$ cat src/rtl/core/ccks_pkg.sv
// ----------------------------------------------------------------------------
// Capacitor charge and kick supervisor package
// Shared constants, codes and command/status types for the supervisor.
// ----------------------------------------------------------------------------
package ccks_pkg;

   localparam int PEAK_DEPTH = 5;
   localparam int PWM_PERIOD = 1000;
   localparam int PEAK_IDX_W = (PEAK_DEPTH > 1) ? $clog2(PEAK_DEPTH) : 1;
   localparam int PEAK_CNT_W = $clog2(PEAK_DEPTH + 1);
   localparam int MAX_US = (PWM_PERIOD - 1) * 16;

   localparam logic [2:0] ACT_TICK      = 3'd0;
   localparam logic [2:0] ACT_ADC       = 3'd1;
   localparam logic [2:0] ACT_DONE      = 3'd2;
   localparam logic [2:0] ACT_CHARGE    = 3'd3;
   localparam logic [2:0] ACT_DISCHARGE = 3'd4;
   localparam logic [2:0] ACT_KICK      = 3'd5;

   localparam logic [1:0] PH_IDLE     = 2'd0;
   localparam logic [1:0] PH_CHARGING = 2'd1;
   localparam logic [1:0] PH_CHARGED  = 2'd2;
   localparam logic [1:0] PH_INHIBIT  = 2'd3;

   localparam logic [2:0] REG_MARGIN    = 3'd0;
   localparam logic [2:0] REG_CTIMEOUT  = 3'd1;
   localparam logic [2:0] REG_DWINDOW   = 3'd2;
   localparam logic [2:0] REG_DMINDROP  = 3'd3;
   localparam logic [2:0] REG_KCHECK    = 3'd4;
   localparam logic [2:0] REG_KMINDROP  = 3'd5;

   // Commands from the controller to the datapath.
   typedef struct packed {
      logic load;      // capture the transaction and run the event
      logic sort_step; // one insertion step of the median sort
      logic sort_init; // copy ring into sort buffer
      logic finish;    // take median from sort buffer
   } cmd_type;

   // Status from the datapath to the controller.
   typedef struct packed {
      logic needs_sort; // the event recorded a peak
      logic sort_done;  // the sort buffer is in order
   } stat_type;

endpackage

$ cat src/rtl/core/ccks_ctrl.sv
// ----------------------------------------------------------------------------
// Supervisor controller
// Sequences one transaction: event, optional median sort, result.
// ----------------------------------------------------------------------------
module ccks_ctrl (
   input  logic              clock,
   input  logic              reset,
   input  logic              req_valid,
   output logic              req_stall,
   output logic              rsp_valid,
   input  logic              rsp_stall,
   output ccks_pkg::cmd_type cmd,
   input  ccks_pkg::stat_type stat
);

   typedef enum logic [3:0] {
      ST_IDLE = 4'b0001,
      ST_INIT = 4'b0010,
      ST_SORT = 4'b0100,
      ST_OUT  = 4'b1000
   } state_type;

   state_type state_ff, state_in;

   // Next state: an event with a new peak runs the sort before its result.
   always_comb begin
      state_in = state_ff;
      unique case (state_ff)
         ST_IDLE: begin
            if (req_valid) state_in = ST_INIT;
         end
         ST_INIT: begin
            state_in = stat.needs_sort ? ST_SORT : ST_OUT;
         end
         ST_SORT: begin
            if (stat.sort_done) state_in = ST_OUT;
         end
         ST_OUT: begin
            if (!rsp_stall) state_in = ST_IDLE;
         end
         default: state_in = ST_IDLE;
      endcase
   end

   always_ff @(posedge clock) begin
      if (reset) state_ff <= ST_IDLE;
      else       state_ff <= state_in;
   end

   assign req_stall      = (state_ff != ST_IDLE);
   assign rsp_valid      = (state_ff == ST_OUT);
   assign cmd.load       = (state_ff == ST_IDLE) && req_valid;
   assign cmd.sort_init  = (state_ff == ST_INIT) && stat.needs_sort;
   assign cmd.sort_step  = (state_ff == ST_SORT) && !stat.sort_done;
   assign cmd.finish     = (state_ff == ST_SORT) && stat.sort_done;

endmodule

$ cat src/rtl/core/ccks_dp.sv
// ----------------------------------------------------------------------------
// Supervisor datapath
// Holds the charge state, timestamps, faults, peak ring and median sorter.
// ----------------------------------------------------------------------------
module ccks_dp (
   input  logic              clock,
   input  logic              reset,
   input  ccks_pkg::cmd_type cmd,
   output ccks_pkg::stat_type stat,
   input  logic [2:0]        req_action,
   input  logic [9:0]        req_adc_raw,
   input  logic              req_done_pin,
   input  logic              req_enable,
   input  logic              req_kick_channel,
   input  logic [15:0]       req_duration_us,
   input  logic              csr_we,
   input  logic [2:0]        csr_index,
   input  logic [15:0]       csr_data,
   output logic              rsp_charge_enable,
   output logic              rsp_discharge_enable,
   output logic [7:0]        rsp_voltage_v,
   output logic [3:0]        rsp_fault_flags,
   output logic              rsp_fault_status,
   output logic              rsp_done_status,
   output logic [1:0]        rsp_charge_phase,
   output logic              rsp_kick_fire,
   output logic              rsp_kick_select,
   output logic [9:0]        rsp_kick_duty
);

   localparam int IW = ccks_pkg::PEAK_IDX_W;
   localparam int CW = ccks_pkg::PEAK_CNT_W;
   localparam int D  = ccks_pkg::PEAK_DEPTH;

   // Configuration registers.
   logic [7:0]  margin_ff;
   logic [15:0] ctimeout_ff, dwindow_ff, kcheck_ff;
   logic [7:0]  dmindrop_ff;
   logic [6:0]  kmindrop_ff;

   always_ff @(posedge clock) begin
      if (reset) begin
         margin_ff   <= 8'd10;
         ctimeout_ff <= 16'd5000;
         dwindow_ff  <= 16'd1000;
         dmindrop_ff <= 8'd5;
         kcheck_ff   <= 16'd50;
         kmindrop_ff <= 7'd10;
      end else if (csr_we) begin
         unique case (csr_index)
            ccks_pkg::REG_MARGIN:   margin_ff   <= csr_data[7:0];
            ccks_pkg::REG_CTIMEOUT: ctimeout_ff <= csr_data;
            ccks_pkg::REG_DWINDOW:  dwindow_ff  <= csr_data;
            ccks_pkg::REG_DMINDROP: dmindrop_ff <= csr_data[7:0];
            ccks_pkg::REG_KCHECK:   kcheck_ff   <= csr_data;
            ccks_pkg::REG_KMINDROP: kmindrop_ff <= csr_data[6:0];
            default: ;
         endcase
      end
   end

   // Supervisor state.
   logic [15:0] elapsed_ff, cstart_ff, dstart_ff, kstart_ff;
   logic [1:0]  phase_ff;
   logic [7:0]  dstart_v_ff, kstart_v_ff, vnow_ff, median_ff;
   logic        kpend_ff, ksel_ff, creq_ff, dact_ff, done_ff, cpin_ff;
   logic [3:0]  faults_ff;
   logic [CW-1:0] pcount_ff;
   logic [IW-1:0] pindex_ff;
   logic [7:0]  ring_ff [D];
   logic        fire_ff, fsel_ff, needs_sort_ff;
   logic [9:0]  duty_ff;

   // Sort buffer and insertion sort pointers (one compare-swap per cycle).
   logic [7:0]    buf_ff [D];
   logic [CW-1:0] si_ff, sj_ff;

   // Event arithmetic, all on the captured state.
   logic [37:0] vprod;
   logic [8:0]  vscaled;
   logic [7:0]  vnew;
   logic [15:0] since_c, since_d, since_k;
   logic [7:0]  thr;
   logic [15:0] us_clamp;
   logic [11:0] duty_full;
   logic        cto, dchk, dbad, kchk, kbad;

   // 404/1250 on a 10-bit value as one multiply by 404 * ceil(2^29/1250)
   // and a shift by 29; the rounding error stays below one count for every
   // 10-bit sample, so the quotient is exact.
   assign vprod   = 38'(req_adc_raw) * 38'd173516788;
   assign vscaled = vprod[37:29];
   assign vnew    = vscaled[8] ? 8'hFF : vscaled[7:0];
   assign since_c = elapsed_ff - cstart_ff;
   assign since_d = elapsed_ff - dstart_ff;
   assign since_k = elapsed_ff - kstart_ff;
   assign cto  = (phase_ff == ccks_pkg::PH_CHARGING) && (since_c >= ctimeout_ff);
   assign dchk = dact_ff && (since_d >= dwindow_ff);
   assign dbad = (vnew > dstart_v_ff) || ((dstart_v_ff - vnew) < dmindrop_ff);
   assign kchk = kpend_ff && (since_k >= kcheck_ff);
   assign kbad = ({1'b0, kstart_v_ff} >= {1'b0, kmindrop_ff, 1'b0}) &&
                 ((vnew > kstart_v_ff) || ((kstart_v_ff - vnew) < {1'b0, kmindrop_ff}));
   assign thr  = (median_ff > margin_ff) ? (median_ff - margin_ff) : 8'd0;
   assign us_clamp = (req_duration_us > 16'(ccks_pkg::MAX_US)) ?
                     16'(ccks_pkg::MAX_US) : req_duration_us;
   assign duty_full = us_clamp[15:4] + {11'd0, |us_clamp[3:0]};

   // One event per transaction; the adc checks follow the model's order.
   always_ff @(posedge clock) begin
      logic [1:0] ph;
      logic       cp;
      if (reset) begin
         elapsed_ff <= '0; cstart_ff <= '0; dstart_ff <= '0; kstart_ff <= '0;
         phase_ff <= ccks_pkg::PH_IDLE; dstart_v_ff <= '0; kstart_v_ff <= '0;
         vnow_ff <= '0; median_ff <= '0; kpend_ff <= 1'b0; ksel_ff <= 1'b0;
         creq_ff <= 1'b0; dact_ff <= 1'b0; done_ff <= 1'b0; cpin_ff <= 1'b0;
         faults_ff <= '0; pcount_ff <= '0; pindex_ff <= '0;
         fire_ff <= 1'b0; fsel_ff <= 1'b0; duty_ff <= '0; needs_sort_ff <= 1'b0;
      end else if (cmd.load) begin
         fire_ff <= 1'b0; fsel_ff <= 1'b0; duty_ff <= '0; needs_sort_ff <= 1'b0;
         ph = phase_ff;
         cp = cpin_ff;
         unique case (req_action)
            ccks_pkg::ACT_TICK: elapsed_ff <= elapsed_ff + 16'd10;
            ccks_pkg::ACT_ADC: begin
               vnow_ff <= vnew;
               if (cto) begin
                  cp = 1'b0; ph = ccks_pkg::PH_IDLE;
                  creq_ff <= 1'b0;
               end
               if (dchk) begin
                  if (dbad) dact_ff <= 1'b0;
                  else begin
                     dstart_ff <= elapsed_ff; dstart_v_ff <= vnew;
                  end
               end
               if (kchk) begin
                  kpend_ff <= 1'b0;
                  if (ph == ccks_pkg::PH_INHIBIT) begin
                     cstart_ff <= elapsed_ff; ph = ccks_pkg::PH_CHARGING; cp = 1'b1;
                  end
               end
               faults_ff <= faults_ff | {kchk & kbad & ksel_ff, kchk & kbad & ~ksel_ff,
                                         dchk & dbad, cto};
               if (median_ff != 8'd0) begin
                  done_ff <= (vnew >= thr);
                  if ((vnew < thr) && creq_ff && !cto && ph == ccks_pkg::PH_CHARGED) begin
                     cstart_ff <= elapsed_ff; ph = ccks_pkg::PH_CHARGING; cp = 1'b1;
                  end
               end
            end
            ccks_pkg::ACT_DONE: begin
               if (!req_done_pin) begin
                  ring_ff[pindex_ff] <= vnow_ff;
                  pindex_ff <= (pindex_ff == IW'(D - 1)) ? '0 : pindex_ff + 1'b1;
                  if (pcount_ff != CW'(D)) pcount_ff <= pcount_ff + 1'b1;
                  needs_sort_ff <= 1'b1;
                  ph = ccks_pkg::PH_CHARGED; cp = 1'b0;
               end
            end
            ccks_pkg::ACT_CHARGE: begin
               creq_ff <= req_enable;
               if (req_enable) begin
                  if (ph == ccks_pkg::PH_IDLE) begin
                     cstart_ff <= elapsed_ff; ph = ccks_pkg::PH_CHARGING; cp = 1'b1;
                  end
               end else begin
                  cp = 1'b0; ph = ccks_pkg::PH_IDLE;
               end
            end
            ccks_pkg::ACT_DISCHARGE: begin
               dact_ff <= req_enable;
               if (req_enable) begin
                  dstart_ff <= elapsed_ff; dstart_v_ff <= vnow_ff;
               end
            end
            ccks_pkg::ACT_KICK: begin
               if (duty_full != 12'd0) begin
                  fire_ff <= 1'b1; fsel_ff <= req_kick_channel;
                  duty_ff <= duty_full[9:0];
                  kpend_ff <= 1'b1; ksel_ff <= req_kick_channel;
                  kstart_ff <= elapsed_ff; kstart_v_ff <= vnow_ff;
                  if (ph != ccks_pkg::PH_IDLE) begin
                     ph = ccks_pkg::PH_INHIBIT; cp = 1'b0;
                  end
               end
            end
            default: ;
         endcase
         phase_ff <= ph;
         cpin_ff  <= cp;
      end else if (cmd.finish) begin
         median_ff <= buf_ff[IW'(pcount_ff >> 1)];
      end
   end

   // Insertion sort over the filled ring, one compare-swap a cycle.
   always_ff @(posedge clock) begin
      if (cmd.sort_init) begin
         for (int k = 0; k < D; k++) buf_ff[k] <= ring_ff[k];
         si_ff <= CW'(1);
         sj_ff <= CW'(1);
      end else if (cmd.sort_step) begin
         if (sj_ff != '0 && buf_ff[IW'(sj_ff - 1'b1)] > buf_ff[IW'(sj_ff)]) begin
            buf_ff[IW'(sj_ff)]        <= buf_ff[IW'(sj_ff - 1'b1)];
            buf_ff[IW'(sj_ff - 1'b1)] <= buf_ff[IW'(sj_ff)];
            sj_ff <= sj_ff - 1'b1;
         end else begin
            si_ff <= si_ff + 1'b1;
            sj_ff <= si_ff + 1'b1;
         end
      end
   end

   assign stat.needs_sort = needs_sort_ff;
   assign stat.sort_done  = (si_ff >= pcount_ff);

   assign rsp_charge_enable    = cpin_ff;
   assign rsp_discharge_enable = dact_ff;
   assign rsp_voltage_v        = vnow_ff;
   assign rsp_fault_flags      = faults_ff;
   assign rsp_fault_status     = |faults_ff;
   assign rsp_done_status      = done_ff;
   assign rsp_charge_phase     = phase_ff;
   assign rsp_kick_fire        = fire_ff;
   assign rsp_kick_select      = fsel_ff;
   assign rsp_kick_duty        = duty_ff;

endmodule

$ cat src/rtl/core/capacitor_charge_kick_supervisor.sv
// ----------------------------------------------------------------------------
// Capacitor charge and kick supervisor
// Charger phase machine, fault checks, peak median and kick duty for one
// event per transaction.
// ----------------------------------------------------------------------------
//  channel | direction | handshake          | payload
//  req_    | in        | req_valid/stall    | action, adc_raw, pins, duration
//  rsp_    | out       | rsp_valid/stall    | pins, voltage, faults, kick
//  csr_    | in        | csr_valid/ready    | index, 16-bit data
//
// Events pass through the INIT and OUT states; a DONE event with a new peak
// adds the one-step-a-cycle median sort in the SORT state between them.
// Synchronous reset restores every register but the peak ring, sort buffer and sort pointers.
// A stalled result holds the block; the next transaction waits for it.
module capacitor_charge_kick_supervisor (
   input  logic        clock,
   input  logic        reset,
   input  logic        req_valid,
   output logic        req_stall,
   input  logic [2:0]  req_action,
   input  logic [9:0]  req_adc_raw,
   input  logic        req_done_pin,
   input  logic        req_enable,
   input  logic        req_kick_channel,
   input  logic [15:0] req_duration_us,
   output logic        rsp_valid,
   input  logic        rsp_stall,
   output logic        rsp_charge_enable,
   output logic        rsp_discharge_enable,
   output logic [7:0]  rsp_voltage_v,
   output logic [3:0]  rsp_fault_flags,
   output logic        rsp_fault_status,
   output logic        rsp_done_status,
   output logic [1:0]  rsp_charge_phase,
   output logic        rsp_kick_fire,
   output logic        rsp_kick_select,
   output logic [9:0]  rsp_kick_duty,
   input  logic        csr_valid,
   output logic        csr_ready,
   input  logic [2:0]  csr_index,
   input  logic [15:0] csr_data
);

   ccks_pkg::cmd_type  cmd;
   ccks_pkg::stat_type stat;

   assign csr_ready = 1'b1;

   ccks_ctrl u_ctrl (
      .clock, .reset, .req_valid, .req_stall, .rsp_valid, .rsp_stall,
      .cmd, .stat
   );

   ccks_dp u_dp (
      .clock, .reset, .cmd, .stat,
      .req_action, .req_adc_raw, .req_done_pin, .req_enable,
      .req_kick_channel, .req_duration_us,
      .csr_we(csr_valid), .csr_index, .csr_data,
      .rsp_charge_enable, .rsp_discharge_enable, .rsp_voltage_v,
      .rsp_fault_flags, .rsp_fault_status, .rsp_done_status,
      .rsp_charge_phase, .rsp_kick_fire, .rsp_kick_select, .rsp_kick_duty
   );

`ifndef ASSERT_OFF
   // A fired kick always carries a nonzero duty.
   a_fire_duty: assert property (@(posedge clock) disable iff (reset)
      rsp_valid && rsp_kick_fire |-> rsp_kick_duty != 10'd0)
      else $error("kick fired with zero duty");
   // The charger pin is only driven while charging.
   a_pin_phase: assert property (@(posedge clock) disable iff (reset)
      rsp_valid && rsp_charge_enable |-> rsp_charge_phase == ccks_pkg::PH_CHARGING)
      else $error("charge pin without charging phase");
   // An accepted transaction always leads to a result before the next one.
   a_one_rsp: assert property (@(posedge clock) disable iff (reset)
      req_valid && !req_stall |=> req_stall)
      else $error("second transaction taken during work");
`endif

endmodule

$ cat config.mk
export PLATFORM = sky130hd
export DESIGN_NAME = capacitor_charge_kick_supervisor
export DESIGN_NICKNAME = d
export VERILOG_FILES = /design/src/rtl/core/ccks_pkg.sv /design/src/rtl/core/ccks_ctrl.sv /design/src/rtl/core/ccks_dp.sv /design/src/rtl/core/capacitor_charge_kick_supervisor.sv
export SDC_FILE = /design/constraint.sdc
export NUM_CORES = 1
export LEC_CHECK = 0
export BUFFER_PORTS_ARGS = -buffer_cell sky130_fd_sc_hd__buf_2
export CAP_MARGIN = 20
export CORE_MARGIN = 2
export CORE_UTILIZATION = 45
export DETAILED_ROUTE_END_ITERATION = 10
export GPL_TIMING_DRIVEN = 0
export PLACE_DENSITY = 0.57
export SKIP_CTS_REPAIR_TIMING = 1
export SLEW_MARGIN = 40
export SYNTH_ARGS = -nofsm -noshare
export SYNTH_HDL_FRONTEND = slang
export SYNTH_SLANG_ARGS = --single-unit
$ cat constraint.sdc
create_clock -name clock -period 15.9 [get_ports clock]
set_clock_uncertainty 0.05 [all_clocks]
set_input_delay 3.18 -clock clock [delete_from_list [all_inputs] [get_ports clock]]
set_output_delay 3.18 -clock clock [all_outputs]
set_load 0.03 [all_outputs]
==> summary.md <==
| Metric | Value |
|---|---|
| Most utilized layer in the global route result | met2 |
| Nets | 3,017 |
| Sequential area share after synthesis | 0.322 |
| Vias in the first global route | 18.3k |
| Mean instance size in the synthesized netlist | 9.10 sq um |
| Area of the mapped netlist | 22,700 sq um |
| Clock Pin Slew Worst Setup and Hold Paths | 0.06 ns |
| Number of standard cells after synthesis | 2,490 |
| Initial antenna violation count | 1 |
| Reg2Reg Setup Slack | 8.71 ns |
| Pin count of the biggest net entering global routing | 13 |
| Global-route track usage on met3 | 0.0398 |
| Final worst-path cycle share | 0.800 |
| GRT overflow | 0 |
| Met2 routing resource usage after global routing | 0.414 |
| Final core area utilization | 0.510 |
| Maximum fanout along the worst path | 11 |
| Clock tree from TritonCTS | yes |
| Dominant cells by area after synthesis | sky130_fd_sc_hd__dfxtp_1 (18%), sky130_fd_sc_hd__ha_1 (14%), sky130_fd_sc_hd__edfxtp_1 (14%) |
| Total track usage | 0.264 |
| Vertical die dimension | 228 microns |
| Final setup violation count | 0 |
| Post-synth ARST share | 0 |
| TNS Setup | 0 ns |
| Overall die area | 52,200 sq um |
| Fmax | 0.0787 GHz |
| Mean number of vias per cell | 5.60 |
| Hold Fails Final Rpt | 0 |
| Worst-margin pin slew | 0.884 ns |
| Delay of the slowest critical-path stage | 0.68 ns |
| Clk buf depth | 3 |
| Filler Cell Count | 4,739 |
| Worst hold path startpoint | u_dp.kcheck_ff[15]$_SDFFE_PP0P_ |
| Most used DFF post-synth | sky130_fd_sc_hd__dfxtp_1 |
| Path category of the worst min-delay check | flip-flop to flip-flop |
| Post-layout instance count excluding filler cells | 3,325 |
| Fraction of final layout cells with drive strength greater than 1 | 0.0962 |
| Worst r2r src | u_dp.sj_ff[0]$_SDFFE_PP1P_ |
| Yosys synthesis warning count | 0 |
| Ports placed on the boundary | 89 |
| Cell leakage power | 10.6 nW |
| CTS sink cnt | 312 |
| Time the final worst path needs with I/O delays and setup | 12.71 ns |
| Met1 Track Usage GR | 0.383 |
| ANT nets after route | 0 |
| Unrepaired setup endpoints after global routing | no |
| Overall via count from detail_route | 18.6k |
| Crit end category | flip-flop |
| Post-synth EDFFs | 104 |
| Final HPWL from detailed placement | 52,400 microns |
| Drt total wl | 67,900 microns |
| Number of violations reported at the end of detailed-routing iteration 0 | 1,615 |
| Element type at the critical path start | input pin |
| Number of distinct library cell variants in the gate-level netlist after synthesis | 76 |
| Post-DR wirelength/cell | 20.4 microns |
| H-tree Lvls | 2 |
| Starting Density | 0.453 |
| Core ar. | 50,000 sq um |
| Data arrival time of the critical path | 13.13 ns |
| Input/output buffers | 86 |
| Core Rows | 82 |
| Dominant cell by count in the synthesized netlist | sky130_fd_sc_hd__inv_1 |
| Pins Over Slew Limit | 0 |
| IR Drop Worst-Case VDD | 114 uV |
| Post-route DRC violation count | 2 |
| Endpoint of the worst-slack reg-to-reg timing path | u_dp.buf_ff[4][2]$_DFFE_PP_ |
| Run status | finished, violations left |
| Horiz. Die Dim | 228 microns |
| Classification of the worst setup path | input pin to flip-flop |
| Placed insts | 3,254 |
| Hold Path Sink | u_dp.kcheck_ff[15]$_SDFFE_PP0P_ |
| Cell at the root of the clock tree | sky130_fd_sc_hd__clkbuf_16 |
| Area share of the largest cell type after synthesis | 0.184 |
| Cell type contributing the most total cell area after synthesis | sky130_fd_sc_hd__dfxtp_1 |
| Worst skew pair latency | 0.58 ns |
| Area added between synthesis and finish | 12.5% |
| Slowest stage cell, crit path | sky130_fd_sc_hd__o41ai_4 |
| Max Cap Viol | 0 |
| Number of buffers added by the clock tree synthesis step | 38 |
| Required time worst endpoint | 16.32 ns |
| Worst max-slew margin expressed relative to the limit | 0.399 |
| First-pass GRT wire length | 107,000 microns |
| Number of iterations in the first detailed-routing pass | 9 |
| Weighted congestion at the end of routability-driven global placement | 0.918 |
| Violations in the final reports | design-rule violations |
| Depth of the worst register-to-register path | 19 |
| Cell Pwr Density | 134 nW/um^2 |
| Top cells by instance count after synthesis | sky130_fd_sc_hd__inv_1 (309), sky130_fd_sc_hd__ha_1 (256), sky130_fd_sc_hd__nand2_1 (238) |
| Min-Delay Path Depth | 2 |
| Synthesized flop and latch total | 312 |
| Syn Nets | 2,885 |
==> worst max path at each step <==
stage / to / start / cells past startpoint
after global routing: u_dp.dstart_v_ff[1]$_SDFFE_PP0P_ / req_adc_raw[8] / 38
after global placement: u_dp.dstart_v_ff[6]$_SDFFE_PP0P_ / req_adc_raw[8] / 36
after floorplan: u_dp.dstart_v_ff[0]$_SDFFE_PP0P_ / req_adc_raw[7] / 35
after detailed placement: u_dp.dstart_v_ff[1]$_SDFFE_PP0P_ / req_adc_raw[8] / 36
final: u_dp.dstart_ff[15]$_SDFFE_PP0P_ / req_adc_raw[8] / 36
after CTS: u_dp.dstart_ff[15]$_SDFFE_PP0P_ / req_adc_raw[8] / 36
==> registers in the layout, summed over array words and instances (netlist names), 7 cells and up, named ones only <==
name,cells
u_dp.margin_ff,8
u_dp.buf_ff,64
u_dp.dmindrop_ff,8
u_dp.dwindow_ff,16
u_dp.dstart_v_ff,8
u_dp.kmindrop_ff,7
u_dp.ring_ff,40
u_dp.dstart_ff,15
u_dp.rsp_kick_duty,10
u_dp.kstart_v_ff,8
u_dp.cstart_ff,16
u_dp.median_ff,8
u_dp.kcheck_ff,16
u_dp.kstart_ff,15
u_dp.rsp_voltage_v,8
u_dp.ctimeout_ff,16
u_dp.elapsed_ff,15
==> power by group <==
| group | total, mW | internal [mW] | leakage, nW | switching [mW] |
|---|---|---|---|---|
| combinational | 1.61 | 0.643 | 7.34 | 0.964 |
| sequential | 0.863 | 0.843 | 2.63 | 0.0197 |
| clock | 0.935 | 0.567 | 0.651 | 0.369 |
| total | 3.41 | 2.05 | 10.6 | 1.35 |
==> kinds of logic after synthesis <==
| family | after synthesis | synth area share |
|---|---|---|
| AND/OR/NAND/NOR | 694 | 0.140 |
| AO/OA/AOI/OAI | 533 | 0.148 |
| buffers and inverters | 401 | 0.0671 |
| adder cells (fa/ha/maj) | 344 | 0.217 |
| flip-flops | 312 | 0.322 |
| multiplexers | 125 | 0.0751 |
| XOR/XNOR | 80 | 0.0309 |
| other | 1 | 0.000166 |
==> layer usage <==
metal	wire length, microns	up-vias	share of wire
li1	-	8923	-
met1	32100	8968	0.47
met2	29900	612	0.44
met3	4570	101	0.067
met4	1430	0	0.021
met5	0	-	0
==> through the flow <==
step	area [sq um]	hold WS (ns)	power, mW	worst slack, ns
floorplan	22700	0.374	2.03	4.52
global placement	23900	0.393	2.41	2.87
detailed placement	24100	0.397	2.46	2.77
CTS	25500	0.405	3.42	3.30
global route	25500	0.424	3.68	2.62
finish	25500	0.405	3.41	3.19
==> worst max-delay path, delay by kind of cell <==
kind	cells	cell delay, ns
AOI/OAI and AO/OA	9	2.85
xor gates and xnor gates	2	0.53
adders and majority gates	9	3.71
buffers and inverters	7	0.86
and+or+nand+nor	9	1.98
==> final cells by class <==
cell class              instances  area, sq um  area share
inverters                     311         1170      0.0458
plain buffers                  90          362      0.0142
flip-flops and latches        312         7290       0.286
clock inverters                18          293      0.0115
well taps                     672          841      0.0330
repair buffers                 92          465      0.0183
clock buffers                  51         1050      0.0411
multi-input cells            1777        14000       0.550
diodes                          2         5.00    0.000196
==> cell usage in the layout (no fill, tap or decap), types with 17 or more instances in the layout <==
master / n
sky130_fd_sc_hd__a211o_1: 18
sky130_fd_sc_hd__nand2_1: 238
sky130_fd_sc_hd__nor3_1: 25
sky130_fd_sc_hd__nor2_1: 213
sky130_fd_sc_hd__buf_2: 94
sky130_fd_sc_hd__nand2b_1: 28
sky130_fd_sc_hd__mux4_2: 36
sky130_fd_sc_hd__o21ai_0: 118
sky130_fd_sc_hd__o21a_1: 21
sky130_fd_sc_hd__mux2i_1: 75
sky130_fd_sc_hd__a21boi_0: 17
sky130_fd_sc_hd__dfxtp_1: 208
sky130_fd_sc_hd__nor2b_1: 25
sky130_fd_sc_hd__inv_1: 309
sky130_fd_sc_hd__clkbuf_1: 80
sky130_fd_sc_hd__a21oi_1: 189
sky130_fd_sc_hd__ha_1: 256
sky130_fd_sc_hd__xnor2_1: 49
sky130_fd_sc_hd__xor2_1: 31
sky130_fd_sc_hd__edfxtp_1: 104
sky130_fd_sc_hd__o211ai_1: 37
sky130_fd_sc_hd__nand3_1: 55
sky130_fd_sc_hd__clkbuf_16: 39
sky130_fd_sc_hd__fa_1: 83
sky130_fd_sc_hd__and3_1: 19
sky130_fd_sc_hd__a21o_1: 40
sky130_fd_sc_hd__a211oi_1: 26
Note: power is estimated with default switching activity, not from simulation.
